$ cat src/sv/cartridge_bank_controller_core_macros.svh
// Assertion macros shared by the controller RTL.
`ifndef CARTRIDGE_BANK_CONTROLLER_CORE_MACROS_SVH
`define CARTRIDGE_BANK_CONTROLLER_CORE_MACROS_SVH

// Same-cycle implication, checked out of reset.
`define CBC_ASSERT_NOW(label, ante, cons, msg) \
	label: assert property (@(posedge clk) disable iff (!arst_n) (ante) |-> (cons)) \
		else $error(msg);

// Next-cycle implication, checked out of reset.
`define CBC_ASSERT_NEXT(label, ante, cons, msg) \
	label: assert property (@(posedge clk) disable iff (!arst_n) (ante) |=> (cons)) \
		else $error(msg);

`endif

$ cat src/sv/cbc_pkg.sv
`timescale 1ns / 1ps

package cbc_pkg;

	localparam int MAX_ROM_BANKS = 128;
	localparam int MAX_RAM_BANKS = 4;

	// Mapper kinds; the unused code behaves as no mapper
	typedef enum logic [1:0] {
		MAPPER_NONE = 2'd0,
		MAPPER_MBC1 = 2'd1,
		MAPPER_MBC2 = 2'd2,
		MAPPER_RSVD = 2'd3
	} mapper_kind_t;

	// Configuration register indexes
	typedef enum logic [1:0] {
		CFG_MAPPER_KIND    = 2'd0,
		CFG_ROM_BANK_COUNT = 2'd1,
		CFG_RAM_BANK_COUNT = 2'd2,
		CFG_RAM_BANKING    = 2'd3
	} cfg_index_t;

	typedef enum logic {
		ACC_READ  = 1'b0,
		ACC_WRITE = 1'b1
	} access_kind_t;

	typedef enum logic [1:0] {
		REGION_ROM  = 2'd0,
		REGION_RAM  = 2'd1,
		REGION_NONE = 2'd2,
		REGION_RSVD = 2'd3
	} region_t;

	localparam logic [3:0] RAM_ENABLE_KEY = 4'hA;

	typedef struct packed {
		logic        kind;
		logic [15:0] address;
		logic [7:0]  value;
	} req_t;

	typedef struct packed {
		logic [1:0]  region;
		logic [21:0] phys_offset;
		logic        data_enabled;
		logic        control_write;
	} rsp_t;

	// ROM bank mask from the configured bank count
	function automatic logic [6:0] rom_mask(input logic [7:0] cnt);
		logic [7:0] d;
		d = cnt - 8'd1;
		return d[6:0] & 7'(MAX_ROM_BANKS - 1);
	endfunction

	// Bytes of ROM ahead of the RAM area in the store
	function automatic logic [21:0] rom_bytes(input logic [7:0] cnt);
		logic [7:0] n;
		n = (cnt > 8'(MAX_ROM_BANKS)) ? 8'(MAX_ROM_BANKS) : cnt;
		return {n, 14'd0};
	endfunction

	function automatic logic [2:0] ram_count(input logic [2:0] cnt);
		return (cnt > 3'(MAX_RAM_BANKS)) ? 3'(MAX_RAM_BANKS) : cnt;
	endfunction

	// MBC1 upper ROM window: bank 0 maps to 1, 0x20/0x40/0x60 skip up in ROM mode
	function automatic logic [6:0] mbc1_rom_win(input logic mode, input logic [1:0] high,
			input logic [4:0] low, input logic [6:0] mask);
		logic [6:0] n;
		n = (mode ? {2'b00, low} : {high, low}) & mask;
		if (n < 7'd2)
			return 7'd1;
		else if (mode || (n != 7'h20 && n != 7'h40 && n != 7'h60))
			return n;
		else
			return n + 7'd1;
	endfunction

	// MBC1 RAM window; keeps the old bank unless banking applies
	function automatic logic [1:0] mbc1_ram_win(input logic allowed, input logic [2:0] cnt,
			input logic en, input logic mode, input logic [1:0] high, input logic [1:0] old);
		logic [2:0] c;
		logic [2:0] cm1;
		c = ram_count(cnt);
		cm1 = c - 3'd1;
		if (!allowed || c < 3'd2 || !en)
			return old;
		else if (mode)
			return high & cm1[1:0] & 2'(MAX_RAM_BANKS - 1);
		else
			return 2'd0;
	endfunction

endpackage

$ cat src/sv/cartridge_bank_controller_core.sv
`timescale 1ns / 1ps
// The req beat enters the input register, then its result enters the result register for the rsp beat.
// Throughput: one access per cycle without rsp stalls; mapper state updates in the same pass that forms the result.
// Back-pressure on rsp holds the input register and drops req_ready.
// Reset (arst_n low, async): no mapper, 2 ROM banks, no RAM, RAM disabled, ROM window bank 1.
`include "cartridge_bank_controller_core_macros.svh"

module cartridge_bank_controller_core (
	input  logic             clk,
	input  logic             arst_n,
	input  logic             req_valid,
	output logic             req_ready,
	input  cbc_pkg::req_t    req,
	output logic             rsp_valid,
	input  logic             rsp_ready,
	output cbc_pkg::rsp_t    rsp,
	input  logic             cfg_valid,
	output logic             cfg_ready,
	input  logic [1:0]       cfg_index,
	input  logic [7:0]       cfg_data
);

	// configuration
	logic [1:0] mapper_kind_q;
	logic [7:0] rom_bank_count_q;
	logic [2:0] ram_bank_count_q;
	logic       ram_banking_q;

	// mapper state
	logic       ram_enable_q;
	logic       banking_mode_q;
	logic [4:0] bank_low_q;
	logic [1:0] bank_high_q;
	logic [3:0] mbc2_bank_q;
	logic [6:0] rom_window_q;
	logic [1:0] ram_window_q;

	logic          valid_s1;
	cbc_pkg::req_t req_s1;
	logic          rsp_valid_q;
	cbc_pkg::rsp_t rsp_q;
	logic          advance;

	logic       ram_enable_d;
	logic       banking_mode_d;
	logic [4:0] bank_low_d;
	logic [1:0] bank_high_d;
	logic [3:0] mbc2_bank_d;
	logic [6:0] rom_window_d;
	logic [1:0] ram_window_d;
	cbc_pkg::rsp_t rsp_d;

	assign advance   = valid_s1 && (!rsp_valid_q || rsp_ready);
	assign req_ready = !valid_s1 || advance;
	assign rsp_valid = rsp_valid_q;
	assign rsp       = rsp_q;
	assign cfg_ready = 1'b1;

	// configuration writes
	always_ff @(posedge clk or negedge arst_n) begin
		if (!arst_n) begin
			mapper_kind_q    <= cbc_pkg::MAPPER_NONE;
			rom_bank_count_q <= 8'd2;
			ram_bank_count_q <= 3'd0;
			ram_banking_q    <= 1'b0;
		end else if (cfg_valid) begin
			unique case (cbc_pkg::cfg_index_t'(cfg_index))
				cbc_pkg::CFG_MAPPER_KIND:    mapper_kind_q    <= cfg_data[1:0];
				cbc_pkg::CFG_ROM_BANK_COUNT: rom_bank_count_q <= cfg_data;
				cbc_pkg::CFG_RAM_BANK_COUNT: ram_bank_count_q <= cfg_data[2:0];
				cbc_pkg::CFG_RAM_BANKING:    ram_banking_q    <= cfg_data[0];
				default: ;
			endcase
		end
	end

	// decode, translate and mapper register update
	always_comb begin
		logic [15:0] a;
		logic [7:0]  v;
		logic [6:0]  mask;
		logic        wr;
		logic        m;
		logic [3:0]  e;
		logic [3:0]  b;
		logic [6:0]  n2;
		a    = req_s1.address;
		v    = req_s1.value;
		wr   = (req_s1.kind == cbc_pkg::ACC_WRITE);
		mask = cbc_pkg::rom_mask(rom_bank_count_q);
		m    = (v != 8'd0);
		e    = v[3:0];
		b    = v[3:0];
		n2   = {3'd0, b} & mask;

		ram_enable_d   = ram_enable_q;
		banking_mode_d = banking_mode_q;
		bank_low_d     = bank_low_q;
		bank_high_d    = bank_high_q;
		mbc2_bank_d    = mbc2_bank_q;
		rom_window_d   = rom_window_q;
		ram_window_d   = ram_window_q;

		rsp_d.region        = cbc_pkg::REGION_NONE;
		rsp_d.phys_offset   = 22'd0;
		rsp_d.data_enabled  = 1'b0;
		rsp_d.control_write = 1'b0;

		if (!a[15]) begin
			rsp_d.region = cbc_pkg::REGION_ROM;
			if (wr) begin
				if (mapper_kind_q == cbc_pkg::MAPPER_MBC1) begin
					rsp_d.control_write = 1'b1;
					priority if (a[14:13] == 2'b11) begin
						if (m != banking_mode_q) begin
							banking_mode_d = m;
							rom_window_d = cbc_pkg::mbc1_rom_win(m, bank_high_q, bank_low_q, mask);
							ram_window_d = cbc_pkg::mbc1_ram_win(ram_banking_q, ram_bank_count_q,
								ram_enable_q, m, bank_high_q, ram_window_q);
						end
					end else if (a[14:13] == 2'b10) begin
						if (v[1:0] != bank_high_q) begin
							bank_high_d = v[1:0];
							if (!banking_mode_q)
								rom_window_d = cbc_pkg::mbc1_rom_win(banking_mode_q, v[1:0],
									bank_low_q, mask);
							else
								ram_window_d = cbc_pkg::mbc1_ram_win(ram_banking_q,
									ram_bank_count_q, ram_enable_q, banking_mode_q, v[1:0],
									ram_window_q);
						end
					end else if (a[14:13] == 2'b01) begin
						if (v[4:0] != bank_low_q) begin
							bank_low_d = v[4:0];
							rom_window_d = cbc_pkg::mbc1_rom_win(banking_mode_q, bank_high_q,
								v[4:0], mask);
						end
					end else begin
						if (e == cbc_pkg::RAM_ENABLE_KEY && ram_bank_count_q != 3'd0
								&& !ram_enable_q) begin
							ram_enable_d = 1'b1;
							ram_window_d = cbc_pkg::mbc1_ram_win(ram_banking_q, ram_bank_count_q,
								1'b1, banking_mode_q, bank_high_q, ram_window_q);
						end else if (e != cbc_pkg::RAM_ENABLE_KEY && ram_enable_q) begin
							ram_enable_d = 1'b0;
						end
					end
				end else if (mapper_kind_q == cbc_pkg::MAPPER_MBC2) begin
					rsp_d.control_write = 1'b1;
					if (!a[14]) begin
						if (a[13] && a[8]) begin
							if (b != mbc2_bank_q) begin
								mbc2_bank_d  = b;
								rom_window_d = (n2 < 7'd2) ? 7'd1 : n2;
							end
						end else if (!a[13] && !a[8]) begin
							if (e == cbc_pkg::RAM_ENABLE_KEY)
								ram_enable_d = 1'b1;
							else
								ram_enable_d = 1'b0;
						end
					end
				end
			end else begin
				rsp_d.data_enabled = 1'b1;
				rsp_d.phys_offset = a[14] ? {1'b0, rom_window_q, a[13:0]} : {6'd0, a};
			end
		end else if (a[15:13] == 3'b101) begin
			// cartridge RAM window
			rsp_d.region = cbc_pkg::REGION_RAM;
			if (ram_enable_q) begin
				rsp_d.data_enabled = 1'b1;
				rsp_d.phys_offset  = cbc_pkg::rom_bytes(rom_bank_count_q)
					+ {7'd0, ram_window_q, a[12:0]};
			end
		end
	end

	// input stage, mapper state and result register
	always_ff @(posedge clk or negedge arst_n) begin
		if (!arst_n) begin
			valid_s1       <= 1'b0;
			rsp_valid_q    <= 1'b0;
			ram_enable_q   <= 1'b0;
			banking_mode_q <= 1'b0;
			bank_low_q     <= 5'd0;
			bank_high_q    <= 2'd0;
			mbc2_bank_q    <= 4'd0;
			rom_window_q   <= 7'd1;
			ram_window_q   <= 2'd0;
		end else begin
			if (req_valid && req_ready)
				valid_s1 <= 1'b1;
			else if (advance)
				valid_s1 <= 1'b0;
			if (advance) begin
				rsp_valid_q    <= 1'b1;
				ram_enable_q   <= ram_enable_d;
				banking_mode_q <= banking_mode_d;
				bank_low_q     <= bank_low_d;
				bank_high_q    <= bank_high_d;
				mbc2_bank_q    <= mbc2_bank_d;
				rom_window_q   <= rom_window_d;
				ram_window_q   <= ram_window_d;
			end else if (rsp_ready) begin
				rsp_valid_q <= 1'b0;
			end
		end
	end

	// payload registers
	always_ff @(posedge clk) begin
		if (req_valid && req_ready)
			req_s1 <= req;
		if (advance)
			rsp_q <= rsp_d;
	end

	`CBC_ASSERT_NOW(a_rom_window_nonzero, 1'b1, rom_window_q != 7'd0, "ROM window bank is zero")
	`CBC_ASSERT_NEXT(a_s1_hold, valid_s1 && !advance, valid_s1 && $stable(req_s1), "input stage lost its access")
	`CBC_ASSERT_NEXT(a_state_only_on_advance, !advance, $stable(ram_enable_q) && $stable(rom_window_q) && $stable(ram_window_q) && $stable(banking_mode_q), "mapper state moved without an access")
	`CBC_ASSERT_NOW(a_outside_quiet, rsp_valid_q && rsp_q.region == cbc_pkg::REGION_NONE, !rsp_q.data_enabled && !rsp_q.control_write && rsp_q.phys_offset == 22'd0, "outside access not quiet")
	`CBC_ASSERT_NOW(a_ctl_is_rom, rsp_valid_q && rsp_q.control_write, rsp_q.region == cbc_pkg::REGION_ROM && !rsp_q.data_enabled, "control write outside ROM area")

endmodule

$ cat config.mk
export PLATFORM = sky130hd
export DESIGN_NAME = cartridge_bank_controller_core
export DESIGN_NICKNAME = d
export VERILOG_FILES = /design/src/sv/cbc_pkg.sv /design/src/sv/cartridge_bank_controller_core.sv
export VERILOG_INCLUDE_DIRS = /design/src /design/src/sv
export SDC_FILE = /design/constraint.sdc
export NUM_CORES = 1
export LEC_CHECK = 0
export BUFFER_PORTS_ARGS = -buffer_cell sky130_fd_sc_hd__buf_4
export CORE_AREA = 5 5 119 121
export DETAILED_ROUTE_END_ITERATION = 10
export DIE_AREA = 0 0 124 126
export GPL_TIMING_DRIVEN = 0
export PLACE_DENSITY_LB_ADDON = 0.1
export SLEW_MARGIN = 20
export SYNTH_ARGS = -nofsm -noshare
export SYNTH_HDL_FRONTEND = slang
export SYNTH_SLANG_ARGS = --single-unit
export TNS_END_PERCENT = 30
$ cat constraint.sdc
create_clock -name clk -period 3.07 [get_ports clk]
set_clock_uncertainty 0.15 [all_clocks]
set_input_delay 0.614 -clock clk [delete_from_list [all_inputs] [get_ports clk]]
set_output_delay 0.614 -clock clk [all_outputs]
set_load 0.05 [all_outputs]
# After elaboration in Yosys (flattened, before gate mapping)
# Cells that the tools add are included.
totals:
  ff_bits: 89
  output_inout_bits: 29
  word_cells: 193
classes:
  n_addsub: 6
  magnitude_cmp: 7
  eq_ne: 42
  mux: 58
  bitwise: 12
  reduce_logical: 48
op_table:
  columns: ["cell", "count"]
  rows:
  - ["$mux W7", 22]
  - ["$mux W23", 2]
  - ["$ne A7 B7 Y1 const B", 6]
  - ["$lt A7 B2 Y1 const B", 4]
  - ["$mux W25", 1]
  - ["$mux W2", 12]
  - ["$reduce_and A12 Y1", 2]
  - ["$add A22 B15 Y22", 1]
  - ["$mux W22", 1]
  - ["$add A7 B1 Y7 const B", 3]
  - ["$and A7 B7 Y7", 3]
  - ["$mux W21", 1]
  - ["$ne A7 B6 Y1 const B", 3]
  - ["$mux W1", 17]
  - ["$reduce_and A8 Y1", 2]
  - ["$logic_and A1 B1 Y1", 13]
  - ["$ne A2 B2 Y1 const B", 6]
  - ["$reduce_bool A2 Y1", 6]
  - ["$reduce_and A11 Y1", 1]
  - ["$eq A2 B2 Y1 const B", 5]
  - ["$ne A3 B3 Y1 const B", 3]
  - ["$gt A8 B8 Y1 const B", 1]
  - ["$mux W8", 1]
  - ["$ne A4 B1 Y1 const B", 2]
  - ["other kinds (29)", 55]

# Depth between registers and ports, before layout
depth:
  word_depth: 13
  depth_mapped: 11
  ltp_nobuf: 11

# Worst setup path after synthesis
# OpenSTA, ideal clock, no wires.
synth_path:
  path_kind: "flip-flop to flip-flop"
  startpoint: "register rom_bank_count_q[1]"
  endpoint: "register rom_window_q[0]"
  setup_ns: 0.092
  arrival_time_ns: 2.323
  required_ns: 2.828
  path_slack_ns: 0.505
  path_stages_with_launch: 12
  n_path_buf: 0
  path_cell_list: "dfstp_2 inv_1 ha_1 nor2b_1 inv_1 ha_1 o211ai_1 or4_1 a221oi_1 a31o_2 a211o_1 a31oi_1"
synth_via:
  elab_chain_len: 13
  elab_cells_between_ends: 46
  cone_classes: "1 x add/sub; 4 x order compare; 9 x eq/ne; 19 x mux; 4 x bitwise; 9 x reduce/logical"
synth_rtl:
  columns: ["element", "line_no", "rtl"]
  rows:
  - ["start: declaration", "cartridge_bank_controller_core.sv:25", "logic [7:0] rom_bank_count_q;"]
  - ["start signal: assignment", "cartridge_bank_controller_core.sv:69", "cbc_pkg::CFG_ROM_BANK_COUNT: rom_bank_count_q <= cfg_data;"]
  - ["$sub A7 B1 Y7 *", "cbc_pkg.sv:54", "d = cnt - 8'd1;"]
  - ["$and A7 B7 Y7", "cbc_pkg.sv:73", "n = (mode ? {2'b00, low} : {high, low}) & mask;"]
  - ["$ne A7 B6 Y1 / $ne A7 B7 Y1 (equally long branches)", "cbc_pkg.sv:76", "else if (mode || (n != 7'h20 && n != 7'h40 && n != 7'h60))"]
  - ["$logic_and A1 B1 Y1 (2 in a row)", "cbc_pkg.sv:76", null]
  - ["$logic_or A1 B1 Y1", "cbc_pkg.sv:76", null]
  - ["$mux W7", "cbc_pkg.sv:76", null]
  - ["$mux W7", "cbc_pkg.sv:74", "if (n < 7'd2)"]
  - ["$mux W7 (on tied branches)", "cartridge_bank_controller_core.sv:133, cartridge_bank_controller_core.sv:124", null]
  - ["$mux W7 (on tied branches)", "cartridge_bank_controller_core.sv:132, cartridge_bank_controller_core.sv:122", null]
  - ["$mux W7", "cartridge_bank_controller_core.sv:121", "end else if (a[14:13] == 2'b10) begin"]
  - ["$mux W7", "cartridge_bank_controller_core.sv:114", "priority if (a[14:13] == 2'b11) begin"]
  - ["$mux W7 *", "cartridge_bank_controller_core.sv:112", "if (mapper_kind_q == cbc_pkg::MAPPER_MBC1) begin"]
  - ["end signal: assignment", "cartridge_bank_controller_core.sv:203", "rom_window_q <= rom_window_d;"]
  - ["end: declaration", "cartridge_bank_controller_core.sv:35", "logic [6:0] rom_window_q;"]
# Mark *: on every way between the ends. The rest lies on a longest branch, timed or not. The select of a mux whose other input is x is not followed.
# A chain may end at the register's enable or synchronous reset.

# Worst setup path in the final report
# Same ends and word-level chain as after synthesis.

==> results.md <==
- Yosys top cell by area: edfxtp_1
- Core ar.: approximately 13000 µm²
- Worst-margin pin slew: approximately 0.80 ns
- CTS Buf Count: 9
- Hold slack: approximately 0.069 ns
- Syn-to-layout area delta: 22.6%
- Top FF cell, synth: edfxtp_1
- Ports: 69
- Worst r2r dst: rom_window_q[0]$_DFFE_PN1P_
- Clock latency on the worst-skew pair: approximately 0.35 ns
- Port buffer count: 67
- H-tree depth: 3
- Top delay family on crit path: compound AO/OA/AOI/OAI gates
- Number of synthesized flops with an enable pin: 51
- Post-CTS Repair Setup Buffers: 0
- Dpl ws: -0.0532 ns
- Hold Violations, Final: 0
- Diode count: 0
- Average size of a mapped cell: ~11 µm²
- Yosys top cell area share: roughly 33%
- Status: finished clean
- Pleak: about 2.3 nW
- First-pass iteration count of the detailed router: 7
- Largest net degree at the start of global routing: 39
- Clock power share: 33.1%
- Worst EP arrival: 3.05 ns
- Total GRT Usage: roughly 15%
- Cells after synthesis: just over 400
- CTS tree: built
- Final setup vio count: 0
- Period minus WS final: approximately 3 ns
- Global route overflow: 0
- Via/cell ratio: roughly 5
- Critical-path top delay cell: dfstp_2
- Reg-to-Reg Start: rom_bank_count_q[1]$_DFFE_PN1P_
- Reg power frac: a little over two fifths
- DRT iter0 DRCs: roughly 300
- CTS root buffer: clkbuf_16
- GPL Wtd Cong: 0.897
- Most frequent cells in the layout: 71 x buf_4, 51 x edfxtp_1, 36 x dfrtp_1
- Worst path bufs/invs: 2
- VDD IR-drop max: about 0.00032 V
- Share of layout cells above drive strength 1: between 20% and 30%
- Min-delay worst type: in2async
- Crit path largest cell delay: between 0.5 and 0.6 ns
- Number of cell rows: 42
- Switch Pwr: roughly 1.1 mW
- Yosys warnings: 0
- Setup crit start kind: flop
- Rel. slew slack: between 40% and 50%
- Synth area leaders: edfxtp_1 33%, dfrtp_1 19%, mux2_2 7.4%
- Reg2Reg Depth: 11
- Die width: 124 µm
- CTS Sinks: 89
- Pwr dens: roughly 620 nW/µm²
- Int Pwr: about 2.5 mW
- Most common cell after layout, fill and taps aside: buf_4
- Chip Height: ~130 µm
- Register area share after synthesis: a little over half
- Logic pwr share: around a quarter
- Max cap viols: 0
- First-pass GRT wire length: about 18 mm
- Crit path cell chain: inv_1, ha_1, nor2b_1, inv_1, ha_1, o211ai_1, or4_1, a221oi_1, a31o_2, a211o_1, a31oi_1
- Clk buf depth: 2
- Reg2reg setup slack: 0.12 ns
- Die area: roughly 16000 µm²
- Initial Utilization: a little over a third
- Mapped cell area: around 4700 µm²
- Residual DRC: 0
- Clk slew on worst S/H paths: around 0.06 ns
- Biggest fanout along the worst timing path: 7
- Vias in the first global route: between 3k and 4k
- #FFs+latches synth: slightly below 90
- DR vias: between 3k and 4k
- Worst setup EP type: flop
- F_max: ~340 MHz
- Per-cell routed wire length: approximately 17 µm
- Synth cell types: slightly below 60
- Switching share of total power: a little under a third
- Post-DP HPWL: 8.63 mm
- Total routed wirelength: 11.3 mm
- RSZ-0062 raised after global routing: false
- Syn_nets: between 400 and 500
- Final worst slack: 0.119 ns
- Async set or reset register ratio after synthesis: 42.7%
- Fin. max-slew vios: 0
- Detail Route Antenna Nets: 0
- Initial antenna violation count: 0
- Final period utilization: 96.1%
- CP Class: reg2reg
- Req. time, crit path: between 3 and 4 ns
- Nets: ~540
==> logic make-up after synthesis <==
| logic type | Yosys count | share of synthesized area, % |
|---|---|---|
| other | 1 | 0.0799 |
| xor gates and xnor gates | 22 | 4.26 |
| adders and majority gates | 15 | 4.00 |
| muxes | 32 | 7.65 |
| and+or+nand+nor | 134 | 15.5 |
| buffers and inverters | 37 | 3.54 |
| DFF | 89 | 52.9 |
| AOI/OAI and AO/OA | 81 | 12.0 |
==> area by class of cell <==
class / count / area, µm²
fillers: 1251 / 7230
flip-flops and latches: 89 / 2480
repair buffers: 67 / 503
well taps: 176 / 220
plain buffers: 15 / 83.8
inverters: 22 / 82.6
clock buffers: 9 / 225
multi-input cells: 285 / 2060
clock inverters: 6 / 91.3
==> power groups by stage <==
| stage | registers, mW | logic [mW] | clock network (mW) |
|---|---|---|---|
| after floorplan | 1.64 | 0.503 | 0 |
| after global placement | 1.57 | 0.830 | 0 |
| after detailed placement | 1.57 | 0.838 | 0 |
| after CTS | 1.55 | 0.842 | 1.21 |
| after global routing | 1.57 | 0.927 | 1.27 |
| final | 1.55 | 0.845 | 1.18 |
==> Yosys cell counts (6+ instances only) <==
master     n
a21oi_1   16
a31oi_1    7
and3_1     6
dfrtp_1   36
edfxtp_1  51
ha_1      15
inv_1     22
mux2_2    31
nand2_1   31
nand2b_1  12
nand3_1   10
nor2_1    22
nor2b_1   18
nor3_1     7
o21ai_0   18
xnor2_1    7
xor2_1    14
==> through the flow <==
| stage | instances | setup TNS [ns] | area, µm² | util [%] | power [mW] |
|---|---|---|---|---|---|
| after global routing | 669 | 0 | 5750 | 44.3 | 3.76 |
| after detailed placement | 654 | -0.188 | 5420 | 41.7 | 2.41 |
| after floorplan | 411 | 0 | 4690 | - | 2.14 |
| final | 669 | 0 | 5750 | 44.3 | 3.58 |
| after global placement | 654 | -0.317 | 5420 | 41.7 | 2.40 |
| after CTS | 669 | 0 | 5740 | 44.2 | 3.60 |
==> repair_timing <==
action,4_1_cts,5_1_grt
gates resized for setup,1,2
pin swaps,0,0
endpoints found under the setup margin,4,2
cloned,0,0
hold buffers,0,0
==> how the worst max path moves through the flow <==
stage	startpoint	endpoint	slack (ns)	depth (start not counted)
finish	rom_bank_count_q[1]$_DFFE_PN1P_	rom_window_q[0]$_DFFE_PN1P_	0.12	11
global route	rom_bank_count_q[1]$_DFFE_PN1P_	rom_window_q[0]$_DFFE_PN1P_	0.003	11
CTS	rom_bank_count_q[0]$_DFFE_PN0P_	rom_window_q[0]$_DFFE_PN1P_	0.04	9
detailed placement	req_s1[21]$_DFFE_PP_	bank_low_q[0]$_DFFE_PN0P_	-0.05	6
global placement	req_s1[21]$_DFFE_PP_	bank_low_q[4]$_DFFE_PN0P_	-0.08	6
floorplan	rom_bank_count_q[1]$_DFFE_PN1P_	rom_window_q[0]$_DFFE_PN1P_	0.51	11
==> metal layers <==
metal	vias to the layer above	global-route usage [%]	routed length, µm	share of wire [%]
met5	-	0	0	0
met4	0	7.99	295	2.6
met3	12	3.54	698	6.2
met2	88	22.0	5210	46
met1	1631	20.7	5110	45
li1	1659	-	-	-
==> flip-flops by register name (all words and copies together), names as in the netlist, 2 cells and up <==
register	count
rsp	26
mapper_kind_q	2
req_s1	25
bank_low_q	5
bank_high_q	2
mbc2_bank_q	4
rom_bank_count_q	8
ram_bank_count_q	3
ram_window_q	2
rom_window_q	7
(Power assumes the default switching activity.)
